File: src/rtl/rgba_ovr_pkg.sv
// ----------------------------------------------------------------------------
// rgba_ovr_pkg
// Shared widths, lane codes and the beat format of the divider cell chain.
// ----------------------------------------------------------------------------
package rgba_ovr_pkg;

    localparam int unsigned CH_W  = 8;   // one RGBA channel
    localparam int unsigned DEN_W = 16;  // combined weight, up to 255*255
    localparam int unsigned NUM_W = 24;  // weighted channel sum, up to 255*D
    localparam int unsigned QUO_W = 8;   // quotient bits, one per cell
    localparam int unsigned LANES = 4;   // red, green, blue, alpha
    localparam int unsigned COLOR_LANES = 3;

    localparam logic [CH_W-1:0] FULL_SCALE = 8'd255;

    typedef logic [1:0] lane_idx_t;
    localparam lane_idx_t LANE_RED   = 2'd0;
    localparam lane_idx_t LANE_GREEN = 2'd1;
    localparam lane_idx_t LANE_BLUE  = 2'd2;
    localparam lane_idx_t LANE_ALPHA = 2'd3;

    typedef struct packed {
        logic [LANES-1:0][NUM_W-1:0] rem;
        logic [LANES-1:0][QUO_W-1:0] quo;
        logic [DEN_W-1:0]            den;
        logic                        zero;
    } div_beat_t;

endpackage

File: src/rtl/rgba8_alpha_over_blend_core.sv
// ----------------------------------------------------------------------------
// rgba8_alpha_over_blend_core
// Porter-Duff "over" of one 8-bit RGBA source pixel onto a destination pixel.
//
//   channel   dir   handshake          payload
//   s_        in    s_valid/s_ready    s_src_{red,green,blue,alpha},
//                                      s_dst_{red,green,blue,alpha}
//   m_        out   m_valid/m_ready    m_out_{red,green,blue,alpha}
//
// One beat per cycle while m_ready stays high; three multiply/sum stages
// followed by a row of eight divider cells, one quotient bit per cell.
// Reset clears only the stage valid flags.
// Each stage holds while the one after it is full and stalled; empty stages
// keep filling, so s_ready drops only when every stage holds a beat.
// ----------------------------------------------------------------------------
module rgba8_alpha_over_blend_core (
    input  logic                          aclk,
    input  logic                          aresetn,
    input  logic                          s_valid,
    output logic                          s_ready,
    input  logic [rgba_ovr_pkg::CH_W-1:0] s_src_red,
    input  logic [rgba_ovr_pkg::CH_W-1:0] s_src_green,
    input  logic [rgba_ovr_pkg::CH_W-1:0] s_src_blue,
    input  logic [rgba_ovr_pkg::CH_W-1:0] s_src_alpha,
    input  logic [rgba_ovr_pkg::CH_W-1:0] s_dst_red,
    input  logic [rgba_ovr_pkg::CH_W-1:0] s_dst_green,
    input  logic [rgba_ovr_pkg::CH_W-1:0] s_dst_blue,
    input  logic [rgba_ovr_pkg::CH_W-1:0] s_dst_alpha,
    output logic                          m_valid,
    input  logic                          m_ready,
    output logic [rgba_ovr_pkg::CH_W-1:0] m_out_red,
    output logic [rgba_ovr_pkg::CH_W-1:0] m_out_green,
    output logic [rgba_ovr_pkg::CH_W-1:0] m_out_blue,
    output logic [rgba_ovr_pkg::CH_W-1:0] m_out_alpha
);

    localparam int unsigned CW = rgba_ovr_pkg::CH_W;
    localparam int unsigned QW = rgba_ovr_pkg::QUO_W;
    localparam int unsigned NW = rgba_ovr_pkg::NUM_W;
    localparam int unsigned CL = rgba_ovr_pkg::COLOR_LANES;

    logic [CL-1:0][CW-1:0] src_color;
    logic [CL-1:0][CW-1:0] dst_color;

    logic                    chain_valid [QW+1];
    logic                    chain_ready [QW+1];
    rgba_ovr_pkg::div_beat_t chain_beat  [QW+1];
    rgba_ovr_pkg::div_beat_t last_beat;

    assign src_color[rgba_ovr_pkg::LANE_RED]   = s_src_red;
    assign src_color[rgba_ovr_pkg::LANE_GREEN] = s_src_green;
    assign src_color[rgba_ovr_pkg::LANE_BLUE]  = s_src_blue;
    assign dst_color[rgba_ovr_pkg::LANE_RED]   = s_dst_red;
    assign dst_color[rgba_ovr_pkg::LANE_GREEN] = s_dst_green;
    assign dst_color[rgba_ovr_pkg::LANE_BLUE]  = s_dst_blue;

    rgba_ovr_front u_front (
        .aclk         (aclk),
        .aresetn      (aresetn),
        .in_valid     (s_valid),
        .in_ready     (s_ready),
        .in_src       (src_color),
        .in_src_alpha (s_src_alpha),
        .in_dst       (dst_color),
        .in_dst_alpha (s_dst_alpha),
        .out_valid    (chain_valid[0]),
        .out_ready    (chain_ready[0]),
        .out_beat     (chain_beat[0])
    );

    for (genvar k = 0; k < QW; k++) begin : g_cell
        rgba_ovr_cell #(
            .SHIFT (QW - 1 - k)
        ) u_cell (
            .aclk      (aclk),
            .aresetn   (aresetn),
            .in_valid  (chain_valid[k]),
            .in_ready  (chain_ready[k]),
            .in_beat   (chain_beat[k]),
            .out_valid (chain_valid[k+1]),
            .out_ready (chain_ready[k+1]),
            .out_beat  (chain_beat[k+1])
        );
    end

    assign last_beat      = chain_beat[QW];
    assign m_valid        = chain_valid[QW];
    assign chain_ready[QW] = m_ready;

    // zero combined weight forces black
    assign m_out_red   = last_beat.zero ? '0 : last_beat.quo[rgba_ovr_pkg::LANE_RED];
    assign m_out_green = last_beat.zero ? '0 : last_beat.quo[rgba_ovr_pkg::LANE_GREEN];
    assign m_out_blue  = last_beat.zero ? '0 : last_beat.quo[rgba_ovr_pkg::LANE_BLUE];
    assign m_out_alpha = last_beat.quo[rgba_ovr_pkg::LANE_ALPHA];

`ifndef SYNTHESIS
    a_full_only_when_stalled: assert property (@(posedge aclk) disable iff (!aresetn)
        !s_ready |-> (m_valid && !m_ready))
        else $error("input stalled while output side can drain");

    a_empty_after_reset: assert property (@(posedge aclk)
        !$past(aresetn) |-> !m_valid)
        else $error("result valid right after reset");

    a_color_rem_below_den: assert property (@(posedge aclk) disable iff (!aresetn)
        (m_valid && !last_beat.zero) |->
            (last_beat.rem[rgba_ovr_pkg::LANE_RED]   < NW'(last_beat.den)) &&
            (last_beat.rem[rgba_ovr_pkg::LANE_GREEN] < NW'(last_beat.den)) &&
            (last_beat.rem[rgba_ovr_pkg::LANE_BLUE]  < NW'(last_beat.den)))
        else $error("color division left remainder not below weight");

    a_alpha_rem_below_scale: assert property (@(posedge aclk) disable iff (!aresetn)
        m_valid |-> (last_beat.rem[rgba_ovr_pkg::LANE_ALPHA] <
                     NW'(rgba_ovr_pkg::FULL_SCALE)))
        else $error("alpha division left remainder not below full scale");
`endif

endmodule

File: src/rtl/rgba_ovr_front.sv
// ----------------------------------------------------------------------------
// rgba_ovr_front
// Three-stage weight and numerator pipeline; loads the first divider beat.
// ----------------------------------------------------------------------------
module rgba_ovr_front (
    input  logic                                                    aclk,
    input  logic                                                    aresetn,
    input  logic                                                    in_valid,
    output logic                                                    in_ready,
    input  logic [rgba_ovr_pkg::COLOR_LANES-1:0][rgba_ovr_pkg::CH_W-1:0] in_src,
    input  logic [rgba_ovr_pkg::CH_W-1:0]                           in_src_alpha,
    input  logic [rgba_ovr_pkg::COLOR_LANES-1:0][rgba_ovr_pkg::CH_W-1:0] in_dst,
    input  logic [rgba_ovr_pkg::CH_W-1:0]                           in_dst_alpha,
    output logic                                                    out_valid,
    input  logic                                                    out_ready,
    output rgba_ovr_pkg::div_beat_t                                 out_beat
);

    localparam int unsigned CW = rgba_ovr_pkg::CH_W;
    localparam int unsigned DW = rgba_ovr_pkg::DEN_W;
    localparam int unsigned NW = rgba_ovr_pkg::NUM_W;
    localparam int unsigned CL = rgba_ovr_pkg::COLOR_LANES;

    logic                     s1_valid_reg;
    logic [CL-1:0][CW-1:0]    s1_src_reg;
    logic [CL-1:0][CW-1:0]    s1_dst_reg;
    logic [CW-1:0]            s1_sa_reg;
    logic [DW-1:0]            s1_dw_reg;
    logic [DW-1:0]            s1_dw_next;

    logic                     s2_valid_reg;
    logic [CL-1:0][DW-1:0]    s2_ps_reg;
    logic [CL-1:0][NW-1:0]    s2_pd_reg;
    logic [DW-1:0]            s2_den_reg;
    logic [CL-1:0][DW-1:0]    s2_ps_next;
    logic [CL-1:0][NW-1:0]    s2_pd_next;
    logic [DW-1:0]            s2_den_next;

    logic                     s3_valid_reg;
    rgba_ovr_pkg::div_beat_t  s3_beat_reg;
    rgba_ovr_pkg::div_beat_t  s3_beat_next;

    logic s1_ready;
    logic s2_ready;
    logic s3_ready;

    assign s3_ready = !s3_valid_reg || out_ready;
    assign s2_ready = !s2_valid_reg || s3_ready;
    assign s1_ready = !s1_valid_reg || s2_ready;
    assign in_ready = s1_ready;

    assign out_valid = s3_valid_reg;
    assign out_beat  = s3_beat_reg;

    // destination weight Ad*(255-As)
    assign s1_dw_next = DW'(in_dst_alpha) * DW'(rgba_ovr_pkg::FULL_SCALE - in_src_alpha);

    always_comb begin
        for (int l = 0; l < CL; l++) begin
            s2_ps_next[l] = DW'(s1_src_reg[l]) * DW'(s1_sa_reg);
            s2_pd_next[l] = NW'(s1_dst_reg[l]) * NW'(s1_dw_reg);
        end
        s2_den_next = ({s1_sa_reg, 8'd0} - DW'(s1_sa_reg)) + s1_dw_reg;
    end

    always_comb begin
        s3_beat_next = '0;
        for (int l = 0; l < CL; l++) begin
            s3_beat_next.rem[l] = ({s2_ps_reg[l], 8'd0} - NW'(s2_ps_reg[l])) + s2_pd_reg[l];
        end
        s3_beat_next.rem[rgba_ovr_pkg::LANE_ALPHA] = NW'(s2_den_reg);
        s3_beat_next.den  = s2_den_reg;
        s3_beat_next.zero = (s2_den_reg == '0);
    end

    always_ff @(posedge aclk) begin
        if (!aresetn) begin
            s1_valid_reg <= 1'b0;
            s2_valid_reg <= 1'b0;
            s3_valid_reg <= 1'b0;
        end else begin
            if (s1_ready) s1_valid_reg <= in_valid;
            if (s2_ready) s2_valid_reg <= s1_valid_reg;
            if (s3_ready) s3_valid_reg <= s2_valid_reg;
        end
    end

    always_ff @(posedge aclk) begin
        if (s1_ready && in_valid) begin
            s1_src_reg <= in_src;
            s1_dst_reg <= in_dst;
            s1_sa_reg  <= in_src_alpha;
            s1_dw_reg  <= s1_dw_next;
        end
        if (s2_ready && s1_valid_reg) begin
            s2_ps_reg  <= s2_ps_next;
            s2_pd_reg  <= s2_pd_next;
            s2_den_reg <= s2_den_next;
        end
        if (s3_ready && s2_valid_reg) begin
            s3_beat_reg <= s3_beat_next;
        end
    end

endmodule

File: src/rtl/rgba_ovr_cell.sv
// ----------------------------------------------------------------------------
// rgba_ovr_cell
// One restoring-division step for all four lanes; resolves quotient bit SHIFT.
// ----------------------------------------------------------------------------
module rgba_ovr_cell #(
    parameter int unsigned SHIFT = 0
) (
    input  logic                    aclk,
    input  logic                    aresetn,
    input  logic                    in_valid,
    output logic                    in_ready,
    input  rgba_ovr_pkg::div_beat_t in_beat,
    output logic                    out_valid,
    input  logic                    out_ready,
    output rgba_ovr_pkg::div_beat_t out_beat
);

    localparam int unsigned NW = rgba_ovr_pkg::NUM_W;
    localparam int unsigned DW = rgba_ovr_pkg::DEN_W;

    logic                    valid_reg;
    rgba_ovr_pkg::div_beat_t beat_reg;
    rgba_ovr_pkg::div_beat_t beat_next;

    assign in_ready  = !valid_reg || out_ready;
    assign out_valid = valid_reg;
    assign out_beat  = beat_reg;

    always_comb begin
        logic [DW-1:0] divisor;
        logic [NW-1:0] trial;
        beat_next = in_beat;
        for (int l = 0; l < rgba_ovr_pkg::LANES; l++) begin
            divisor = (l == int'(rgba_ovr_pkg::LANE_ALPHA)) ?
                      DW'(rgba_ovr_pkg::FULL_SCALE) : in_beat.den;
            trial = NW'(divisor) << SHIFT;
            if (in_beat.rem[l] >= trial) begin
                beat_next.rem[l]        = in_beat.rem[l] - trial;
                beat_next.quo[l][SHIFT] = 1'b1;
            end
        end
    end

    always_ff @(posedge aclk) begin
        if (!aresetn) begin
            valid_reg <= 1'b0;
        end else if (in_ready) begin
            valid_reg <= in_valid;
        end
    end

    always_ff @(posedge aclk) begin
        if (in_ready && in_valid) begin
            beat_reg <= beat_next;
        end
    end

endmodule

File: config.mk
export PLATFORM = sky130hd
export DESIGN_NAME = rgba8_alpha_over_blend_core
export DESIGN_NICKNAME = d
export VERILOG_FILES = /design/src/rtl/rgba_ovr_pkg.sv /design/src/rtl/rgba8_alpha_over_blend_core.sv /design/src/rtl/rgba_ovr_front.sv /design/src/rtl/rgba_ovr_cell.sv
export SDC_FILE = /design/constraint.sdc
export NUM_CORES = 2
export LEC_CHECK = 0
export BUFFER_PORTS_ARGS = -buffer_cell sky130_fd_sc_hd__buf_2
export CAP_MARGIN = 20
export CORE_ASPECT_RATIO = 0.6
export CORE_MARGIN = 2
export CORE_UTILIZATION = 35
export DETAILED_ROUTE_END_ITERATION = 6
export GPL_TIMING_DRIVEN = 0
export HOLD_SLACK_MARGIN = 0.08
export SYNTH_ARGS = -nofsm -noshare
export SYNTH_HDL_FRONTEND = slang
export SYNTH_SLANG_ARGS = --single-unit
File: constraint.sdc
create_clock -name aclk -period 19.2 [get_ports aclk]
set_input_delay 1.92 -clock aclk [delete_from_list [all_inputs] [get_ports aclk]]
set_output_delay 1.92 -clock aclk [all_outputs]
set_load 0.02 [all_outputs]
==> run_results.csv <==
group,metric,value,unit
outcome,status,"finished clean",
clock_tree,clockRootBuffer,"clkbuf_16",
finish,largest_reg_flops,901,
clock_tree,post_cts_resized,0,
synth,yosysWarningCount,0,
critical_path,crit_start,"u_front.s1_sa_reg[7]",
synth,ys_async_sr_fraction,0,%
sta,fmax,153,MHz
synth,synthTopCellsByCount,"1198 x edfxtp_1, 1040 x inv_1, 807 x ha_1, 573 x nand2_1, 486 x nor2_1",
sta,min_period_over_period,34.1,%
routing,ant_nets,0,
synth,ys_seq_area_share,41.1,%
floorplan,start_util,35.2,%
sta,clock_skew,102,ps
critical_path,worstPathMaxFanout,10,
grt,overflow,0,
routing,vias,63100,
grt,grt_pass1_vias,62200,
sta,fin_ws,12660,ps
critical_path,required,19570,ps
floorplan,die_area,256000,um2
sta,worstMarginPinSlew,1300,ps
synth,synth_edf_count,1198,
synth,synth-seq-cells,1209,
floorplan,die_w,652,um
routing,vias_per_cell,5.26,
hold_path,min-delay-start,"g_cell[3].u_cell.out_beat[39]",
sta,maxSlewViolCount,0,
floorplan,die_height,393,um
critical_path,rr_worst_depth,15,
grt,antenna_found_initial,12,
power,p_leak,40.1,nW
routing,drc_errors,0,
finish,nets,9908,
synth,synthCells,8309,
synth,synth_top_family_by_area,"adder cells",
synth,yosysMostFrequentCell,"edfxtp_1",
sta,post-route-min-period,6540,ps
clock_tree,holdBufCountCts,0,
sta,hold_viol_final,0,
floorplan,io_pins,102,
synth,yosys-top-cells-area,"edfxtp_1 41%, ha_1 11%, fa_1 10%, inv_1 4.4%, xnor2_1 3.4%",
hold_path,min_path_cells,0,
sta,rsz0062_at_grt,"false",
grt,grt_max_degree,37,
critical_path,start_kind,"flop",
routing,routedWlPerCell,21.7,um
clock_tree,cts.reportedPaths.clkPinSlew,60,ps
clock_tree,numCtsBuffers,138,
clock_tree,worstSkewPairLatency,830,ps
synth,ys.flop_type,"edfxtp_1",
clock_tree,cts_tree,"done",
clock_tree,clkSinkCount,1209,
synth,syn_area,88100,um2
sta,relSlewSlack,12.6,%
power,power-per-cell-area,167,nW/um2
finish,final_core_util,39.1,%
grt,grt_pass1_wl,389,mm
floorplan,fp-row-count,142,
critical_path,worst_ep_arrival_time,6910,ps
hold_path,min_path_type,"flop to flop",
synth,ys_types,98,
clock_tree,cts_max_level,4,
sta,fin_setup_tns,0,ps
finish,drive_gt1_share,6.11,%
clock_tree,post_cts_buffers,0,
routing,dr.pass1.iters,7,
place,gp_congestion,0.978,
finish,syn_to_final_growth,11.1,%
synth,yosys.area_share.adder,21.6,%
power,vdd_ir_drop_max,0.369,mV
critical_path,cp-end-kind,"flop",
synth,synth-simple-area-share,14.0,%
place,pre_cts_ws,12690,ps
sta,setup_viol,0,
synth,synth-xor-area-share,5.63,%
routing,initialDrtViolationCount,6598,
critical_path,r2r_start,"u_front.s1_sa_reg[7]",
synth,syn-num-nets,9629,
synth,synthMuxAreaShare,1.36,%
clock_tree,cts_buffer_depth,4,
critical_path,worstSetupPathType,"flop to flop",
synth,synth_largest_area_cell,"edfxtp_1",
floorplan,core,250000,um2
synth,syn_avg_cell_area,10.6,um2
synth,synth_compound_area_share,11.0,%
run,drv_cap,0,
grt,grt.total_usage,20.3,%
routing,drt_wl_total,261,mm
synth,synth_top_area_share,40.8,%
place,dp_hpwl,213,mm
place,port_buffers,101,
layout by cell type, fill, tap and decap left out, types with 222 or more instances in the layout:
cell / Yosys / final
edfxtp_1: 1198 / 1198
inv_1: 1040 / 1040
ha_1: 807 / 807
nand2_1: 573 / 573
nor2_1: 486 / 486
a21oi_1: 450 / 450
fa_1: 445 / 445
and2_1: 435 / 435
xnor2_1: 344 / 344
o21ai_0: 329 / 329
xor2_1: 222 / 222
power breakdown:
part           internal [mW]  switching [mW]  leakage, nW
registers               3.66           0.240         11.0
clock network           1.43            1.12         2.01
logic                   3.92            5.95         27.2
total                   9.01            7.31         40.1
critical path: stages, from the launching register on:
cell and delay [ps]:
edfxtp_1 310, clkbuf_1 560, clkbuf_1 640, nand2_1 160
fa_1 470, fa_1 490, inv_1 60, fa_1 520
fa_1 440, ha_1 320, a21boi_0 150, o21ai_0 370
a21boi_0 240, o2111ai_1 290, a31oi_1 140, xnor2_1 990
path summary, 6_finish.rpt:
kind	endpoint	slack, ps
worst max-delay path	u_front.s2_ps_reg[15]	12660
worst min-delay path	g_cell[4].u_cell.out_beat[39]	410
worst max register to register	u_front.s2_ps_reg[15]	12660
worst min register to register	g_cell[4].u_cell.out_beat[39]	410
cells by family (layout without fill, tap and decap cells):
group           Yosys count  after routing
simple gates           2422           2422
buf+inv                1232           1600
flops                  1209           1209
other cells               0             10
fa+ha+maj              1252           1252
mux                     109            109
compound gates         1519           1519
xor+xnor                566            566
metal layers:
metal | GRT usage, % | vias to the layer above | share of wire (%) | wire, um
met5 | 1.15 | - | 0.17 | 449
li1 | - | 29600 | - | -
met3 | 8.33 | 238 | 12 | 32600
met4 | 2.92 | 8 | 1.3 | 3460
met1 | 32.2 | 31100 | 51 | 133000
met2 | 25.2 | 2187 | 35 | 91500
cell type report:
| type | instances | area, um2 |
|---|---|---|
| Timing Repair Buffer | 139 | 1300 |
| Antenna cell | 10 | 25.0 |
| Fill cell | 24200 | 152000 |
| Buffer | 190 | 779 |
| Inverter | 1042 | 3910 |
| Multi-Input combinational cell | 5868 | 47300 |
| Sequential cell | 1209 | 36200 |
| Clock buffer | 156 | 3560 |
| Tap cell | 3312 | 4140 |
| Clock inverter | 73 | 628 |
through the flow:
step	cell area, um2	cells	power (mW)	hold slack, ps
finish	97800	12000	16.3	414
global route	97800	12000	17.7	421
CTS	97800	12000	16.2	418
detailed placement	93600	11800	13.6	405
global placement	92700	11700	13.5	402
floorplan	88100	8309	10.8	400
Note: power is estimated with default switching activity, not from simulation.
